`src/hdl/tcm_pkg.sv`:
```
package tcm_pkg;

  // Width of the extent and screen registers and of the held point
  localparam int REG_BITS = 12;
  localparam int RAW_BITS = 16;
  // Clamped raw value before rescale: non-negative part of a 16-bit signed value
  localparam int AXIS_BITS = RAW_BITS - 1;
  // Rotated coordinate, signed, wide enough for panel - 1 - axis value
  localparam int POS_BITS = AXIS_BITS + 2;
  // Rescale numerator: value * (panel - 1) + rounding term
  localparam int PROD_BITS = 2 * REG_BITS;
  // Quotient bits produced by the divider, one per step
  localparam int DIV_STEPS = REG_BITS;
  localparam int ROT_BITS = 2;
  localparam int CFG_IDX_BITS = 3;

  localparam logic [CFG_IDX_BITS-1:0] REG_RAW_W = 3'd0;
  localparam logic [CFG_IDX_BITS-1:0] REG_RAW_H = 3'd1;
  localparam logic [CFG_IDX_BITS-1:0] REG_PNL_W = 3'd2;
  localparam logic [CFG_IDX_BITS-1:0] REG_PNL_H = 3'd3;
  localparam logic [CFG_IDX_BITS-1:0] REG_SCR_W = 3'd4;
  localparam logic [CFG_IDX_BITS-1:0] REG_SCR_H = 3'd5;
  localparam logic [CFG_IDX_BITS-1:0] REG_ROT   = 3'd6;

  localparam logic [REG_BITS-1:0] RAW_W_RST = 12'd480;
  localparam logic [REG_BITS-1:0] RAW_H_RST = 12'd800;
  localparam logic [REG_BITS-1:0] PNL_W_RST = 12'd480;
  localparam logic [REG_BITS-1:0] PNL_H_RST = 12'd800;

  localparam logic [ROT_BITS-1:0] ROT_0   = 2'd0;
  localparam logic [ROT_BITS-1:0] ROT_90  = 2'd1;
  localparam logic [ROT_BITS-1:0] ROT_180 = 2'd2;
  localparam logic [ROT_BITS-1:0] ROT_270 = 2'd3;

endpackage

```
`src/hdl/touch_coordinate_mapper_top.sv`:
```
// Touch coordinate mapper.
// Input channel (in_valid/in_ready): one touch poll per transfer, carrying
// touched, raw_x and raw_y. Output channel (out_valid/out_ready): pressed and
// the screen point, at most one result per poll. Configuration is written
// through cfg_wen/cfg_idx/cfg_data; the user must write it only while the
// block is idle; the block itself does not enforce this. A touched poll
// walks both axes through one shared 12-step restoring divider: per axis a
// clamp/multiply step, a divider start, 12 divide steps and the done flag,
// then a rotate/clamp step and an output load. An axis that needs no rescale
// skips the divider; a release poll goes straight to the output load. One
// poll is in flight at a time, and the next poll is taken only once the
// result is loaded.
// Polls while screen width or height is zero are dropped with no result.
// Reset restores the register defaults and clears the held point to zero.
// A stalled receiver holds the result in the output register; the next poll
// is still taken and worked on, and waits for the output register before its
// result is loaded.
module touch_coordinate_mapper_top #(
  parameter int COORD_BITS = 12
) (
  input  logic                                clk,
  input  logic                                rst,
  input  logic                                in_valid,
  output logic                                in_ready,
  input  logic                                touched,
  input  logic signed [tcm_pkg::RAW_BITS-1:0] raw_x,
  input  logic signed [tcm_pkg::RAW_BITS-1:0] raw_y,
  output logic                                out_valid,
  input  logic                                out_ready,
  output logic                                pressed,
  output logic [COORD_BITS-1:0]               point_x,
  output logic [COORD_BITS-1:0]               point_y,
  input  logic                                cfg_wen,
  input  logic [tcm_pkg::CFG_IDX_BITS-1:0]    cfg_idx,
  input  logic [tcm_pkg::REG_BITS-1:0]        cfg_data
);

  localparam int RB = tcm_pkg::REG_BITS;
  localparam int AB = tcm_pkg::AXIS_BITS;
  localparam int PB = tcm_pkg::POS_BITS;
  localparam int MB = tcm_pkg::PROD_BITS;

  localparam logic [2:0] ST_IDLE = 3'd0;
  localparam logic [2:0] ST_AXIS = 3'd1;
  localparam logic [2:0] ST_DIVS = 3'd2;
  localparam logic [2:0] ST_DIVW = 3'd3;
  localparam logic [2:0] ST_ROT  = 3'd4;
  localparam logic [2:0] ST_OUT  = 3'd5;

  logic [RB-1:0] raw_w, raw_h, pnl_w, pnl_h, scr_w, scr_h;
  logic [tcm_pkg::ROT_BITS-1:0] rot;
  logic [RB-1:0] held_x, held_y;
  logic [2:0]    state;
  logic          ax;
  logic          t_touched;
  logic signed [tcm_pkg::RAW_BITS-1:0] t_rx, t_ry;
  logic [AB-1:0] px, py;
  logic [MB-1:0] prod;

  logic                                raw_sel;
  logic signed [tcm_pkg::RAW_BITS-1:0] raw_cur;
  logic [RB-1:0] rext, pext, rext_m1;
  logic [AB-1:0] vclamp;
  logic          do_scale;
  logic [MB-1:0] prod_next;
  logic          scr_zero;
  logic          div_start, div_done;
  logic [RB-1:0] div_q;
  logic signed [PB-1:0] pxs, pys, pwm, phm, rx_pos, ry_pos;
  logic [RB-1:0] cx, cy;
  logic          out_load;

  function automatic logic [RB-1:0] clamp_scr(input logic signed [PB-1:0] v,
                                               input logic [RB-1:0] size);
    logic [RB-1:0] r;
    if (v[PB-1]) begin
      r = '0;
    end else if (v[PB-2:0] >= (PB-1)'(size)) begin
      r = size - RB'(1);
    end else begin
      r = v[RB-1:0];
    end
    return r;
  endfunction

  assign scr_zero  = (scr_w == '0) || (scr_h == '0);
  assign in_ready  = (state == ST_IDLE);
  assign div_start = (state == ST_DIVS);
  assign raw_sel   = ax;
  assign out_load  = (state == ST_OUT) && (!out_valid || out_ready);

  // Axis front end: clamp, decide on rescale, form the rounded numerator
  always_comb begin
    raw_cur = raw_sel ? t_ry : t_rx;
    rext    = raw_sel ? raw_h : raw_w;
    pext    = raw_sel ? pnl_h : pnl_w;
    rext_m1 = rext - RB'(1);
    vclamp  = raw_cur[tcm_pkg::RAW_BITS-1] ? '0 : raw_cur[AB-1:0];
    if ((rext > RB'(1)) && (vclamp >= AB'(rext))) begin
      vclamp = AB'(rext_m1);
    end
    do_scale  = (rext > RB'(1)) && (pext > RB'(1)) && (rext != pext);
    prod_next = MB'(vclamp[RB-1:0]) * MB'(pext - RB'(1));
    prod_next = prod_next + MB'(rext_m1 >> 1);
  end

  tcm_div u_div (
    .clk      (clk),
    .rst      (rst),
    .start    (div_start),
    .dividend (prod),
    .divisor  (rext_m1),
    .done     (div_done),
    .quot     (div_q)
  );

  always_comb begin
    pxs = $signed(PB'(px));
    pys = $signed(PB'(py));
    pwm = $signed(PB'(pnl_w)) - PB'(1);
    phm = $signed(PB'(pnl_h)) - PB'(1);
    case (rot)
      tcm_pkg::ROT_90: begin
        rx_pos = pys;
        ry_pos = pwm - pxs;
      end
      tcm_pkg::ROT_180: begin
        rx_pos = pwm - pxs;
        ry_pos = phm - pys;
      end
      tcm_pkg::ROT_270: begin
        rx_pos = phm - pys;
        ry_pos = pxs;
      end
      default: begin
        rx_pos = pxs;
        ry_pos = pys;
      end
    endcase
    cx = clamp_scr(rx_pos, scr_w);
    cy = clamp_scr(ry_pos, scr_h);
  end

  always_ff @(posedge clk) begin
    if (rst) begin
      raw_w <= tcm_pkg::RAW_W_RST;
      raw_h <= tcm_pkg::RAW_H_RST;
      pnl_w <= tcm_pkg::PNL_W_RST;
      pnl_h <= tcm_pkg::PNL_H_RST;
      scr_w <= '0;
      scr_h <= '0;
      rot   <= tcm_pkg::ROT_0;
    end else if (cfg_wen) begin
      case (cfg_idx)
        tcm_pkg::REG_RAW_W: raw_w <= cfg_data;
        tcm_pkg::REG_RAW_H: raw_h <= cfg_data;
        tcm_pkg::REG_PNL_W: pnl_w <= cfg_data;
        tcm_pkg::REG_PNL_H: pnl_h <= cfg_data;
        tcm_pkg::REG_SCR_W: scr_w <= cfg_data;
        tcm_pkg::REG_SCR_H: scr_h <= cfg_data;
        tcm_pkg::REG_ROT:   rot   <= cfg_data[tcm_pkg::ROT_BITS-1:0];
        default: ;
      endcase
    end
  end

  always_ff @(posedge clk) begin
    if (rst) begin
      state     <= ST_IDLE;
      ax        <= 1'b0;
      held_x    <= '0;
      held_y    <= '0;
      out_valid <= 1'b0;
    end else begin
      if (out_load) begin
        out_valid <= 1'b1;
      end else if (out_valid && out_ready) begin
        out_valid <= 1'b0;
      end
      case (state)
        ST_IDLE: begin
          if (in_valid) begin
            t_touched <= touched;
            t_rx      <= raw_x;
            t_ry      <= raw_y;
            ax        <= 1'b0;
            // drop polls while the screen is disabled
            if (!scr_zero) begin
              state <= touched ? ST_AXIS : ST_OUT;
            end
          end
        end
        ST_AXIS: begin
          prod <= prod_next;
          if (do_scale) begin
            state <= ST_DIVS;
          end else begin
            if (ax) begin
              py    <= vclamp;
              state <= ST_ROT;
            end else begin
              px    <= vclamp;
              ax    <= 1'b1;
            end
          end
        end
        ST_DIVS: begin
          state <= ST_DIVW;
        end
        ST_DIVW: begin
          if (div_done) begin
            if (ax) begin
              py    <= AB'(div_q);
              state <= ST_ROT;
            end else begin
              px    <= AB'(div_q);
              ax    <= 1'b1;
              state <= ST_AXIS;
            end
          end
        end
        ST_ROT: begin
          held_x <= cx;
          held_y <= cy;
          state  <= ST_OUT;
        end
        ST_OUT: begin
          // wait for the output register to free up
          if (out_load) begin
            pressed <= t_touched;
            point_x <= COORD_BITS'(held_x);
            point_y <= COORD_BITS'(held_y);
            state   <= ST_IDLE;
          end
        end
        default: state <= ST_IDLE;
      endcase
    end
  end

  a_div_done_in_wait: assert property (@(posedge clk) disable iff (rst)
    div_done |-> (state == ST_DIVW))
    else $error("divider finished outside the wait state");

  a_drop_disabled: assert property (@(posedge clk) disable iff (rst)
    (in_valid && in_ready && scr_zero) |=> (state == ST_IDLE))
    else $error("poll taken while screen disabled");

  a_held_in_screen: assert property (@(posedge clk) disable iff (rst)
    $past(state == ST_ROT) |-> (held_x < scr_w) && (held_y < scr_h))
    else $error("held point outside screen");

  a_quot_in_panel: assert property (@(posedge clk) disable iff (rst)
    div_done |-> (div_q <= pext - RB'(1)))
    else $error("rescale quotient beyond panel extent");

endmodule

```
`src/hdl/tcm_div.sv`:
```
module tcm_div (
  input  logic                          clk,
  input  logic                          rst,
  input  logic                          start,
  input  logic [tcm_pkg::PROD_BITS-1:0] dividend,
  input  logic [tcm_pkg::REG_BITS-1:0]  divisor,
  output logic                          done,
  output logic [tcm_pkg::REG_BITS-1:0]  quot
);

  localparam int RB = tcm_pkg::REG_BITS;
  localparam int CNT_BITS = $clog2(tcm_pkg::DIV_STEPS + 1);

  logic [CNT_BITS-1:0] cnt;
  logic [RB-1:0]       rem;
  logic [RB-1:0]       low;
  logic [RB:0]         trial;
  logic [RB:0]         diff;
  logic                ge;
  logic [RB-1:0]       rem_next;

  // Restoring division, one quotient bit per step. The caller guarantees
  // dividend < divisor * 2^REG_BITS, so the upper half starts below the divisor.
  always_comb begin
    trial    = {rem, low[RB-1]};
    diff     = trial - {1'b0, divisor};
    ge       = (trial >= {1'b0, divisor});
    rem_next = ge ? diff[RB-1:0] : trial[RB-1:0];
  end

  always_ff @(posedge clk) begin
    if (rst) begin
      cnt  <= '0;
      done <= 1'b0;
    end else begin
      done <= 1'b0;
      if (start) begin
        cnt <= CNT_BITS'(tcm_pkg::DIV_STEPS);
        rem <= dividend[tcm_pkg::PROD_BITS-1 -: RB];
        low <= dividend[RB-1:0];
      end else if (cnt != '0) begin
        cnt  <= cnt - CNT_BITS'(1);
        rem  <= rem_next;
        low  <= {low[RB-2:0], 1'b0};
        quot <= {quot[RB-2:0], ge};
        if (cnt == CNT_BITS'(1)) begin
          done <= 1'b1;
        end
      end
    end
  end

endmodule

```
`config.mk`:
```
export PLATFORM = sky130hd
export DESIGN_NAME = touch_coordinate_mapper_top
export DESIGN_NICKNAME = d
export VERILOG_FILES = /design/src/hdl/tcm_pkg.sv /design/src/hdl/touch_coordinate_mapper_top.sv /design/src/hdl/tcm_div.sv
export SDC_FILE = /design/constraint.sdc
export NUM_CORES = 1
export LEC_CHECK = 0
export CAP_MARGIN = 25
export CORE_MARGIN = 2
export CORE_UTILIZATION = 49
export CTS_CLUSTER_DIAMETER = 50
export DETAILED_ROUTE_END_ITERATION = 8
export DONT_BUFFER_PORTS = 1
export GPL_TIMING_DRIVEN = 1
export HOLD_SLACK_MARGIN = 0.12
export PLACE_DENSITY_LB_ADDON = 0.08
export SKIP_CTS_REPAIR_TIMING = 1
export SLEW_MARGIN = 20
export SYNTH_ARGS = -nofsm -noshare
export SYNTH_HDL_FRONTEND = slang
export SYNTH_SLANG_ARGS = --single-unit
export TNS_END_PERCENT = 50
```
`constraint.sdc`:
```
create_clock -name clk -period 8.9 [get_ports clk]
set_clock_uncertainty 0.2 [all_clocks]
set_input_delay 1.78 -clock clk [delete_from_list [all_inputs] [get_ports clk]]
set_output_delay 1.78 -clock clk [all_outputs]
set_load 0.02 [all_outputs]
```
==> results.sh <==
export IMPL_ios=80
export IMPL_fin_util_pct=54.89
export IMPL_synth_edff_count=148
export IMPL_synth_seq_area_share_pct=31.68
export IMPL_vias=16102
export IMPL_yosysWarnings=0
export IMPL_syn_nets=2589
export IMPL_ys_ff_latch=256
export IMPL_root_buffer="clkbuf_16"
export IMPL_placed_area_sq_um=21670
export IMPL_cts_tree="done"
export IMPL_synth_top_cell_area_share_pct=21.31
export IMPL_fin_cells=2820
export IMPL_core_area_sq_um=41950
export IMPL_cpPeakStageDelay_ns=0.56
export IMPL_place_port_buffers=0
export IMPL_setup_viol=0
export IMPL_via_per_inst=5.710
export IMPL_hold_viol=0
export IMPL_finalCriticalPeriod_ns=8.548
export IMPL_post_route_drc_count=0
export IMPL_routedWlPerCell_um=21.42
export IMPL_crit_required_ns=8.99
export IMPL_grt_antenna_before_repair=0
export IMPL_synth_cell_area_sq_um=20850
export IMPL_dp_hpwl_um=48280
export IMPL_grt_use_total_pct=27.89
export IMPL_relSlewSlack_pct=31.59
export IMPL_syn_area_per_cell_sq_um=9.309
export IMPL_area_delta_synth_final_pct=10.41
export IMPL_crit_family="adder cells"
export IMPL_arrival_ns=8.63
export IMPL_grt_max_degree=93
export IMPL_firstDrtPassIters=5
export IMPL_path_clk_slew_ns=0.06
export IMPL_drt_total_wl_um=60410
export IMPL_async_flop_share_pct=0
export IMPL_final_area_sq_um=23020
export IMPL_maxCapViolCount=0
export IMPL_synthFlopType="edfxtp_1"
export IMPL_drt_iter0_drc=1195
export IMPL_drtAntennaViolNets=0
export IMPL_drive_above_1_share_pct=9.601
export IMPL_max_freq_mhz=117.0
export IMPL_synth_cell_type_count=85
export IMPL_clockBufferDepth=3
export IMPL_worstMarginPinSlew_ns=1.024
export IMPL_ys_top_cells_by_area="edfxtp_1 (21%), fa_1 (12%), ha_1 (11%)"
export IMPL_num_rows=75
export IMPL_setup_ws_ns=0.3522
export IMPL_status="finished, final reports clean"
export IMPL_cts_sinks=256
export IMPL_crit_path_end_kind="flip-flop"
export IMPL_grt_pass1_wl_um=94150
export IMPL_place_inst=2750
export IMPL_final_max_slew_viol_count=0
export IMPL_worstPathMaxFanout=32
export IMPL_nNetsFinal=2604
export IMPL_path_class="flip-flop to flip-flop"
export IMPL_insertion_delay_ns=0.56
export IMPL_hold_path_class="flip-flop to flip-flop"
export IMPL_pre_cts_slack_ns=0.1435
export IMPL_die_area_sq_um=44220
export IMPL_n_antenna_cell=0
export IMPL_fin_crit_sh_pct=96.04
export IMPL_start_util_pct=49.71
export IMPL_globalplace_congestion=0.9084
export IMPL_grt_pass1_vias=16256
export IMPL_critical_path_slowest_cell="fa_1"
export IMPL_die_y_um=210.3
export IMPL_dieWidth_um=210.3
export IMPL_cts_made_buffers=35
export IMPL_synth_top_cell_by_area="edfxtp_1"
export IMPL_start_kind="flip-flop"
export IMPL_worst_path_most_repeated_cell="fa_1"
export IMPL_cts_htree_levels=2
export IMPL_overflow=0
export IMPL_netlist_instances=2240
export IMPL_critPathBufInv=6
## cells in the final DEF, fill, tap and decap left out, types with 26 or more instances in the layout
cell type,Yosys,final
nand2b_1,29,29
a21o_1,27,26
nor2_1,184,182
inv_1,258,257
fa_1,120,120
clkbuf_16,0,37
a21oi_1,144,140
dfxtp_1,108,107
ha_1,176,175
nand2_1,322,322
nor3_1,43,40
nand3_1,27,27
mux2i_1,59,57
buf_4,4,61
o21ai_0,40,38
edfxtp_1,148,148
xor2_1,32,32
xnor2_1,96,96
## synthesized netlist by cell type (32+ instances only)
cell,number
xor2_1,32
clkbuf_1,63
dfxtp_1,108
a21oi_1,144
nor3_1,43
inv_1,258
edfxtp_1,148
ha_1,176
o21ai_0,40
fa_1,120
mux2i_1,59
xnor2_1,96
nor2_1,184
nand2_1,322
## worst reg2reg max path, delay by kind of cell (launching register included)
family          cells  cell delay [ns]
fa+ha+maj           7             3.56
simple gates        9             1.68
mux                 1             0.28
buf+inv             6             0.94
compound gates      3             0.66
xor+xnor            2             0.57
flops               1             0.39
## sequential cells by signal, indices dropped and copies added, names as in the netlist, 15 cells and up
signal and cells:
t_rx 16, t_ry 16, py 15, px 15, prod 24
## path summary, 6_finish.rpt
check	depth (start not counted)	endpoint	slack, ns	start
setup / recovery	28	prod[23]	0.35	ax
hold / removal	0	point_y[4]	0.23	held_y[4]
setup reg to reg	28	prod[23]	0.35	ax
hold reg to reg	0	point_y[4]	0.23	held_y[4]
## kinds of logic (layout without fill, tap and decap cells)
group / count (synthesis) / in the layout / synth area share, %
flip-flops: 256 / 256 / 31.68
buffers and inverters: 350 / 391 / 6.558
AO/OA/AOI/OAI: 354 / 354 / 11.03
multiplexers: 101 / 101 / 6.396
XOR/XNOR: 128 / 128 / 5.376
AND/OR/NAND/NOR: 755 / 755 / 16.88
adder cells (fa/ha/maj): 296 / 296 / 22.08
## stage by stage
stage	hold WS [ns]	TNS, ns
2_1_floorplan	0.2003	0
3_3_place_gp	0.2129	0
3_5_place_dp	0.2168	0
4_1_cts	0.2299	0
5_1_grt	0.2395	-0.006308
6_report	0.2284	0
## routing by layer
layer	track usage [%]	vias up	share of wire, %
met1	34.39	7823	41
met3	3.501	129	4.7
li1	-	7698	-
met2	47.91	452	49
met4	14.75	0	5.6
met5	0	-	0
## cell type report
| type | instances | area (sq um) |
|---|---|---|
| timing repair buffer | 67 | 543.0 |
| inverter | 261 | 979.7 |
| sequential | 256 | 6610 |
| tap | 539 | 674.4 |
| fill | 3746 | 18920 |
| clock inverter | 19 | 237.7 |
| clock buffer | 44 | 962.2 |
| multi-input combinational | 1634 | 13020 |
Power is left out: the tool's default activity adds up to more than one toggle a clock period on the data nets, which glitch-free logic cannot reach.
